<file path="src/design/ac_rle_pkg.sv">
`timescale 1ns / 1ps
`default_nettype none

package ac_rle_pkg;

    // Fixed field widths of a result beat
    localparam int RUN_W   = 4;
    localparam int LEVEL_W = 16;

    // Default block geometry
    localparam int BLOCK_AC_COEFS_DEF = 63;
    localparam int ZERO_RUN_LIMIT_DEF = 16;

    // One (run, level) pair as it leaves the block
    typedef struct packed {
        logic [RUN_W-1:0]          run_length;
        logic signed [LEVEL_W-1:0] level;
        logic                      block_end;
        logic                      last;
    } t_pair;

    // Up to two pairs caused by one coefficient, in order
    typedef struct packed {
        t_pair      pair0;
        t_pair      pair1;
        logic [1:0] count;
    } t_enc;

endpackage

`default_nettype wire

</file>
<file path="src/design/ac_rle_encode.sv">
`timescale 1ns / 1ps
`default_nettype none

module ac_rle_encode
    import ac_rle_pkg::*;
#(
    parameter int BLOCK_AC_COEFS = BLOCK_AC_COEFS_DEF,
    parameter int ZERO_RUN_LIMIT = ZERO_RUN_LIMIT_DEF
) (
    input  wire logic                      i_clk,
    input  wire logic                      i_rst_n,
    input  wire logic signed [LEVEL_W-1:0] i_coefficient,
    input  wire logic                      i_advance,
    output t_enc                           o_enc
);

    localparam int ZRW = $clog2(ZERO_RUN_LIMIT);
    localparam int PW  = $clog2(BLOCK_AC_COEFS + 1);

    localparam logic [ZRW-1:0] RUN_MAX   = ZRW'(ZERO_RUN_LIMIT - 1);
    localparam logic [PW-1:0]  LAST_POS  = PW'(BLOCK_AC_COEFS - 1);
    localparam logic [PW-1:0]  BLOCK_CNT = PW'(BLOCK_AC_COEFS);

    logic [ZRW-1:0] r_zero_run, n_zero_run;
    logic [PW-1:0]  r_position, n_position;
    logic [PW-1:0]  r_pair_count, n_pair_count;

    logic             nonzero;
    logic             marker;
    logic             first_valid;
    logic             final_coef;
    logic             eob;
    logic [PW-1:0]    pair_cnt_next;
    logic [ZRW+RUN_W-1:0] run_ext;
    logic [ZRW+RUN_W-1:0] max_ext;
    t_pair            first_pair;
    t_pair            eob_pair;

    // Classify the coefficient against the current run
    always_comb begin
        nonzero       = (i_coefficient != '0);
        marker        = !nonzero && (r_zero_run == RUN_MAX);
        first_valid   = nonzero || marker;
        pair_cnt_next = r_pair_count + PW'(first_valid);
        final_coef    = (r_position == LAST_POS);
        eob           = final_coef && (pair_cnt_next < BLOCK_CNT);
        run_ext       = {{RUN_W{1'b0}}, r_zero_run};
        max_ext       = {{RUN_W{1'b0}}, RUN_MAX};
    end

    // Build the level or marker pair and the end-of-block pair
    always_comb begin
        first_pair.run_length = nonzero ? run_ext[RUN_W-1:0] : max_ext[RUN_W-1:0];
        first_pair.level      = nonzero ? i_coefficient : '0;
        first_pair.block_end  = final_coef && !eob;
        first_pair.last       = !eob;

        eob_pair.run_length = '0;
        eob_pair.level      = '0;
        eob_pair.block_end  = 1'b1;
        eob_pair.last       = 1'b1;

        o_enc.pair0 = first_valid ? first_pair : eob_pair;
        o_enc.pair1 = eob_pair;
        o_enc.count = 2'(first_valid) + 2'(eob);
    end

    // Advance run, position and pair count; clear at block end
    always_comb begin
        n_zero_run   = r_zero_run;
        n_position   = r_position;
        n_pair_count = r_pair_count;
        if (i_advance) begin
            if (final_coef) begin
                n_zero_run   = '0;
                n_position   = '0;
                n_pair_count = '0;
            end else begin
                n_zero_run   = first_valid ? '0 : r_zero_run + ZRW'(1);
                n_position   = r_position + PW'(1);
                n_pair_count = pair_cnt_next;
            end
        end
    end

    always_ff @(posedge i_clk) begin
        if (!i_rst_n) begin
            r_zero_run   <= '0;
            r_position   <= '0;
            r_pair_count <= '0;
        end else begin
            r_zero_run   <= n_zero_run;
            r_position   <= n_position;
            r_pair_count <= n_pair_count;
        end
    end

    a_run_below_limit: assert property (@(posedge i_clk) disable iff (!i_rst_n)
        r_zero_run <= RUN_MAX)
        else $error("zero run reached the limit without a marker");

    a_position_in_block: assert property (@(posedge i_clk) disable iff (!i_rst_n)
        r_position <= LAST_POS)
        else $error("coefficient position ran past the block");

    a_pairs_follow_position: assert property (@(posedge i_clk) disable iff (!i_rst_n)
        r_pair_count <= r_position)
        else $error("more pairs than coefficients in the block");

endmodule

`default_nettype wire

</file>
<file path="src/design/ac_rle_out_queue.sv">
`timescale 1ns / 1ps
`default_nettype none

module ac_rle_out_queue
    import ac_rle_pkg::*;
(
    input  wire logic i_clk,
    input  wire logic i_rst_n,
    input  wire logic i_push,
    input  t_enc      i_enc,
    input  wire logic i_stall,
    output logic      o_valid,
    output t_pair     o_pair,
    output logic [1:0] o_free
);

    t_pair      r_slot [0:1];
    t_pair      n_slot [0:1];
    logic [1:0] r_count, n_count;
    logic [1:0] base;
    logic       pop;

    assign o_valid = (r_count != 2'd0);
    assign o_pair  = r_slot[0];
    assign pop     = o_valid && !i_stall;
    assign base    = r_count - 2'(pop);
    assign o_free  = 2'd2 - base;

    // Drop the head on a taken beat, then append new pairs behind what is kept
    always_comb begin
        n_slot[0] = r_slot[0];
        n_slot[1] = r_slot[1];
        n_count   = base;
        if (pop) begin
            n_slot[0] = r_slot[1];
        end
        if (i_push) begin
            case (base)
                2'd0: begin
                    n_slot[0] = i_enc.pair0;
                    n_slot[1] = i_enc.pair1;
                end
                2'd1: begin
                    n_slot[1] = i_enc.pair0;
                end
                default: begin
                end
            endcase
            n_count = base + i_enc.count;
        end
    end

    always_ff @(posedge i_clk) begin
        r_slot[0] <= n_slot[0];
        r_slot[1] <= n_slot[1];
    end

    always_ff @(posedge i_clk) begin
        if (!i_rst_n) begin
            r_count <= '0;
        end else begin
            r_count <= n_count;
        end
    end

    a_count_in_range: assert property (@(posedge i_clk) disable iff (!i_rst_n)
        r_count <= 2'd2)
        else $error("output queue over capacity");

    a_push_fits: assert property (@(posedge i_clk) disable iff (!i_rst_n)
        i_push |-> (i_enc.count <= o_free))
        else $error("pairs pushed without room");

endmodule

`default_nettype wire

</file>
<file path="src/design/ac_run_length_encoder_core.sv">
// Path: a coefficient accepted into the input register is encoded combinationally, and its
// pairs enter the output queue once they fit; the queue head drives the outputs.
// Throughput: one coefficient per cycle while the sink takes a beat each cycle; an item
// with two pairs needs both queue slots and stalls the input while a pair stays.
// Reset: synchronous, active low; clears input valid, run, position, pair count, queue fill.
`timescale 1ns / 1ps
`default_nettype none

module ac_run_length_encoder_core
    import ac_rle_pkg::*;
#(
    parameter int BLOCK_AC_COEFS = BLOCK_AC_COEFS_DEF,
    parameter int ZERO_RUN_LIMIT = ZERO_RUN_LIMIT_DEF
) (
    input  wire logic                      i_clk,
    input  wire logic                      i_rst_n,
    input  wire logic                      i_valid,
    output logic                           o_stall,
    input  wire logic signed [LEVEL_W-1:0] i_coefficient,
    output logic                           o_valid,
    input  wire logic                      i_stall,
    output logic [RUN_W-1:0]               o_run_length,
    output logic signed [LEVEL_W-1:0]      o_level,
    output logic                           o_block_end,
    output logic                           o_last
);

    logic                      r_in_valid;
    logic signed [LEVEL_W-1:0] r_in_coef;
    logic                      fire;
    logic [1:0]                free;
    t_enc                      enc;
    t_pair                     out_pair;

    // Move the held coefficient into the queue once its pairs fit
    assign fire    = r_in_valid && (enc.count <= free);
    assign o_stall = r_in_valid && !fire;

    // Input register: load on every accepted beat
    always_ff @(posedge i_clk) begin
        if (i_valid && !o_stall) begin
            r_in_coef <= i_coefficient;
        end
    end

    always_ff @(posedge i_clk) begin
        if (!i_rst_n) begin
            r_in_valid <= 1'b0;
        end else if (!o_stall) begin
            r_in_valid <= i_valid;
        end
    end

    ac_rle_encode #(
        .BLOCK_AC_COEFS (BLOCK_AC_COEFS),
        .ZERO_RUN_LIMIT (ZERO_RUN_LIMIT)
    ) u_encode (
        .i_clk         (i_clk),
        .i_rst_n       (i_rst_n),
        .i_coefficient (r_in_coef),
        .i_advance     (fire),
        .o_enc         (enc)
    );

    ac_rle_out_queue u_out_queue (
        .i_clk   (i_clk),
        .i_rst_n (i_rst_n),
        .i_push  (fire),
        .i_enc   (enc),
        .i_stall (i_stall),
        .o_valid (o_valid),
        .o_pair  (out_pair),
        .o_free  (free)
    );

    assign o_run_length = out_pair.run_length;
    assign o_level      = out_pair.level;
    assign o_block_end  = out_pair.block_end;
    assign o_last       = out_pair.last;

    a_empty_never_stalls: assert property (@(posedge i_clk) disable iff (!i_rst_n)
        !r_in_valid |-> !o_stall)
        else $error("input stalled with an empty input register");

    a_held_coef_stable: assert property (@(posedge i_clk) disable iff (!i_rst_n)
        (r_in_valid && !fire) |=> (r_in_valid && $stable(r_in_coef)))
        else $error("held coefficient changed before it was encoded");

    a_block_end_is_last: assert property (@(posedge i_clk) disable iff (!i_rst_n)
        (o_valid && o_block_end) |-> o_last)
        else $error("block end beat not marked last");

endmodule

`default_nettype wire

</file>
<file path="config.mk">
export PLATFORM = sky130hd
export DESIGN_NAME = ac_run_length_encoder_core
export DESIGN_NICKNAME = d
export VERILOG_FILES = /design/src/design/ac_rle_pkg.sv /design/src/design/ac_rle_encode.sv /design/src/design/ac_rle_out_queue.sv /design/src/design/ac_run_length_encoder_core.sv
export SDC_FILE = /design/constraint.sdc
export NUM_CORES = 1
export LEC_CHECK = 0
export ABC_AREA = 0
export BUFFER_PORTS_ARGS = -buffer_cell sky130_fd_sc_hd__buf_2
export CAP_MARGIN = 20
export CORE_MARGIN = 1.5
export CORE_UTILIZATION = 57
export CTS_CLUSTER_SIZE = 24
export DETAILED_ROUTE_END_ITERATION = 12
export GPL_TIMING_DRIVEN = 0
export PLACE_DENSITY_LB_ADDON = 0.25
export SETUP_SLACK_MARGIN = 0.3
export SLEW_MARGIN = 20
export SYNTH_ARGS = -nofsm -noshare
export SYNTH_HDL_FRONTEND = slang
export SYNTH_SLANG_ARGS = --single-unit
export TNS_END_PERCENT = 10
</file>
<file path="constraint.sdc">
create_clock -name i_clk -period 5.69 [get_ports i_clk]
set_clock_uncertainty 0.1 [all_clocks]
set_input_delay 1.4225 -clock i_clk [delete_from_list [all_inputs] [get_ports i_clk]]
set_output_delay 1.4225 -clock i_clk [all_outputs]
set_load 0.01 [all_outputs]
</file>
==> impl_metrics.toml <==
[clocking]
htreeDepth = 3
clock-sinks = 79
cts_buffers = 9
clock_path_buffers = 2
tritoncts = "done"
cts-root-buf = "clkbuf_8"
clkLatencyLatePin_ns = 0.35
clk_pin_slew_ns = 0.08
postCtsHoldBufs = 0

[placed_design]
place_area_um2 = 3880
io_buffers = 43
dp.cells = 464
routabilityCongestion = 0.882
dp_slack_ns = -0.0948
dp_hpwl_mm = 4.91

[synth]
syn_nets = 378
synth_cell_type_count = 39
syn_area_um2 = 3540
yosysSeqAreaShare = 0.554
synth-seq-cells = 79
synth_edf_count = 38
netlist.area_leader.share = 0.322
synth_top_area_cell = "edfxtp_1"
yosys-top-cells-area = "edfxtp_1, dfxtp_1, nand2_1, ha_1, buf_4"
synth_warnings = 0
avgSynthCellArea_um2 = 10.3
synth_flop_cell = "dfxtp_1"
async_flop_share = 0
netlist_top_cells_count = "nand2_1, dfxtp_1, edfxtp_1"
synth_most_common_cell = "nand2_1"
syn_inst = 344

[critical_path]
crit_family = "adder cells"
worst_setup_path_start_kind = "flip-flop"
reg2reg_depth = 16
path_class = "reg -> out"
critPathMaxStageDelay_ns = 0.45
crit_arrival_ns = 3.70
cp_slowest_cell = "edfxtp_1"
crit_required_ns = 4.17
path_cells = "nor4_2 -> nand4_2 -> a21oi_4 -> inv_2 -> ha_1 -> ha_1 -> nand4_1 -> nor3_2 -> nor2_1 -> ha_1 -> ha_1 -> o22ai_4 -> nor2_2 -> buf_2"
reg2reg_from = "r_in_coef[1]"
crit_top_cell = "ha_1"
reg2reg_to = "u_out_queue.r_slot[0][42]"
critPathBufInv = 2
r2r_slack_ns = 0.94
end_kind = "output pin"
worstPathMaxFanout = 6

[global_routing]
grt_pass1_wl_mm = 11.2
grt.total_usage = 0.227
grt_max_degree = 16
first_global_vias = 2438
grt_overflow = 0
antenna_found_initial = 0

[power_and_ir_drop]
leakagePower_nw = 1.70
swShare = 0.363
power_mw = 2.25
pwr-share-clk = 0.180
p_seq_frac = 0.395
powerDensity_nw_per_um2 = 540
peakVddDrop_mv = 0.300
switchingPower_mw = 0.816
internal_power_mw = 1.43
pwr-share-comb = 0.425

[finish]
nNetsFinal = 438
layout.cells.non_filler = 484
final_cell_area_um2 = 4160
post-route-util = 0.699
area_growth_pct = 17.5
diodes = 0
layout-drive-gt1-share = 0.276

[floorplanning]
row_count = 28
start_util = 0.595
die-area_um2 = 6700
fp.dieW_um = 81.8
design.core.area_um2 = 5960
io_pins = 44
die_h_um = 81.8

[timing]
slew_violations = 0
rsz0062_at_grt = "false"
finalCritPeriodShare = 0.918
slew_headroom = 0.556
max_freq_ghz = 0.192
setup_violations = 0
holdWs_ns = 0.380
setup_ws_ns = 0.469
min_period_ns = 5.22
worst_slew_pin_slew_ns = 0.659
hold_violations = 0
setup_tns_ns = 0

[hold_path]
whs_endpoint = "u_out_queue.r_slot[0][3]"
holdPathStages = 2
min-delay-start = "u_out_queue.r_slot[0][3]"
hold_class = "reg -> reg"

[drt]
ant_nets = 0
drt_first_pass_iters = 4
drt_wl_total_mm = 7.14
drtIter0Drc = 119
vias = 2600
routedWlPerCell_um = 14.7
via_per_inst = 5.37
drc = 0

[outcome]
status = "finished clean"

[flow_run]
drv_cap = 0
## how the worst max path moves through the flow
| stage | start | endpoint | slack [ns] | cells after the start |
|---|---|---|---|---|
| 2_1_floorplan | i_stall | u_out_queue.r_slot[0][22] | 0.41 | 12 |
| 3_3_place_gp | i_stall | u_out_queue.r_slot[0][33] | -0.67 | 13 |
| 3_5_place_dp | i_stall | o_stall | -0.09 | 12 |
| 4_1_cts | r_in_coef[15] | o_stall | 0.30 | 16 |
| 5_1_grt | r_in_coef[1] | o_stall | 0.29 | 14 |
| 6_report | r_in_coef[1] | o_stall | 0.47 | 14 |
## layer usage
metal / wire [µm] / up-vias / part of all wire / GRT usage
li1: - / 1287 / - / -
met1: 3150 / 1233 / 0.44 / 0.279
met2: 3550 / 70 / 0.50 / 0.378
met3: 351 / 10 / 0.049 / 0.0722
met4: 90 / 0 / 0.013 / 0.0729
met5: 0 / - / 0 / 0
## layout by cell type, fill, tap and decap left out, types with 3 or more instances in the layout
master,instances
nor2_1,31
nor2b_1,3
nand4_1,6
mux2_2,6
a31oi_1,18
inv_1,8
buf_4,24
nand2_1,52
o21a_1,3
a21oi_1,11
clkbuf_1,12
edfxtp_1,38
a21boi_0,3
nor4_4,3
buf_2,44
and2_1,19
dfxtp_1,41
nand3_1,10
o21ai_0,9
clkbuf_8,9
xor2_1,6
ha_1,14
## registers in the layout (all words and copies together), names as in the netlist
name,cells
u_encode.r_position,6
r_in_valid,1
u_out_queue.r_slot,44
r_in_coef,16
u_out_queue.r_count,2
u_encode.r_pair_count,6
u_encode.r_zero_run,4
## layout make-up
cell class | instances | area [µm²]
plain buffers | 32 | 200
well taps | 75 | 93.8
clock buffers | 11 | 131
inverters | 10 | 38.8
clock inverters | 5 | 58.8
repair buffers | 49 | 272
flip-flops and latches | 79 | 1960
fillers | 453 | 1790
multi-input cells | 223 | 1410
## kinds of logic (layout without fill, tap and decap cells)
| group | after synthesis | after routing | synth area share |
|---|---|---|---|
| xor gates and xnor gates | 9 | 9 | 0.0223 |
| and+or+nand+nor | 147 | 147 | 0.206 |
| DFF | 79 | 79 | 0.554 |
| buffers and inverters | 42 | 107 | 0.0661 |
| AOI/OAI and AO/OA | 47 | 47 | 0.0830 |
| muxes | 6 | 6 | 0.0191 |
| adders and majority gates | 14 | 14 | 0.0495 |
## worst reg2reg max path, delay by kind of cell (launching register included)
| family | cells | cell delay [ns] |
|---|---|---|
| flip-flops | 1 | 0.45 |
| adder cells (fa/ha/maj) | 4 | 1.16 |
| AND/OR/NAND/NOR | 7 | 1.66 |
| buffers and inverters | 3 | 0.64 |
| AO/OA/AOI/OAI | 2 | 0.46 |
## repair_timing
action	4_1_cts	5_1_grt
pin swaps	2	3
setup buffers	1	3
resized for setup	6	6
endpoints found under the setup margin	1	1
## power by group through the flow
stage | sequential [mW] | clock (mW) | combinational (mW)
after global placement | 0.889 | 0 | 0.827
final | 0.888 | 0.404 | 0.956
after detailed placement | 0.892 | 0 | 0.879
after CTS | 0.883 | 0.410 | 0.913
after global routing | 0.904 | 0.432 | 1.06
after floorplan | 0.874 | 0 | 0.623
Power figures use the tool's default switching activity.
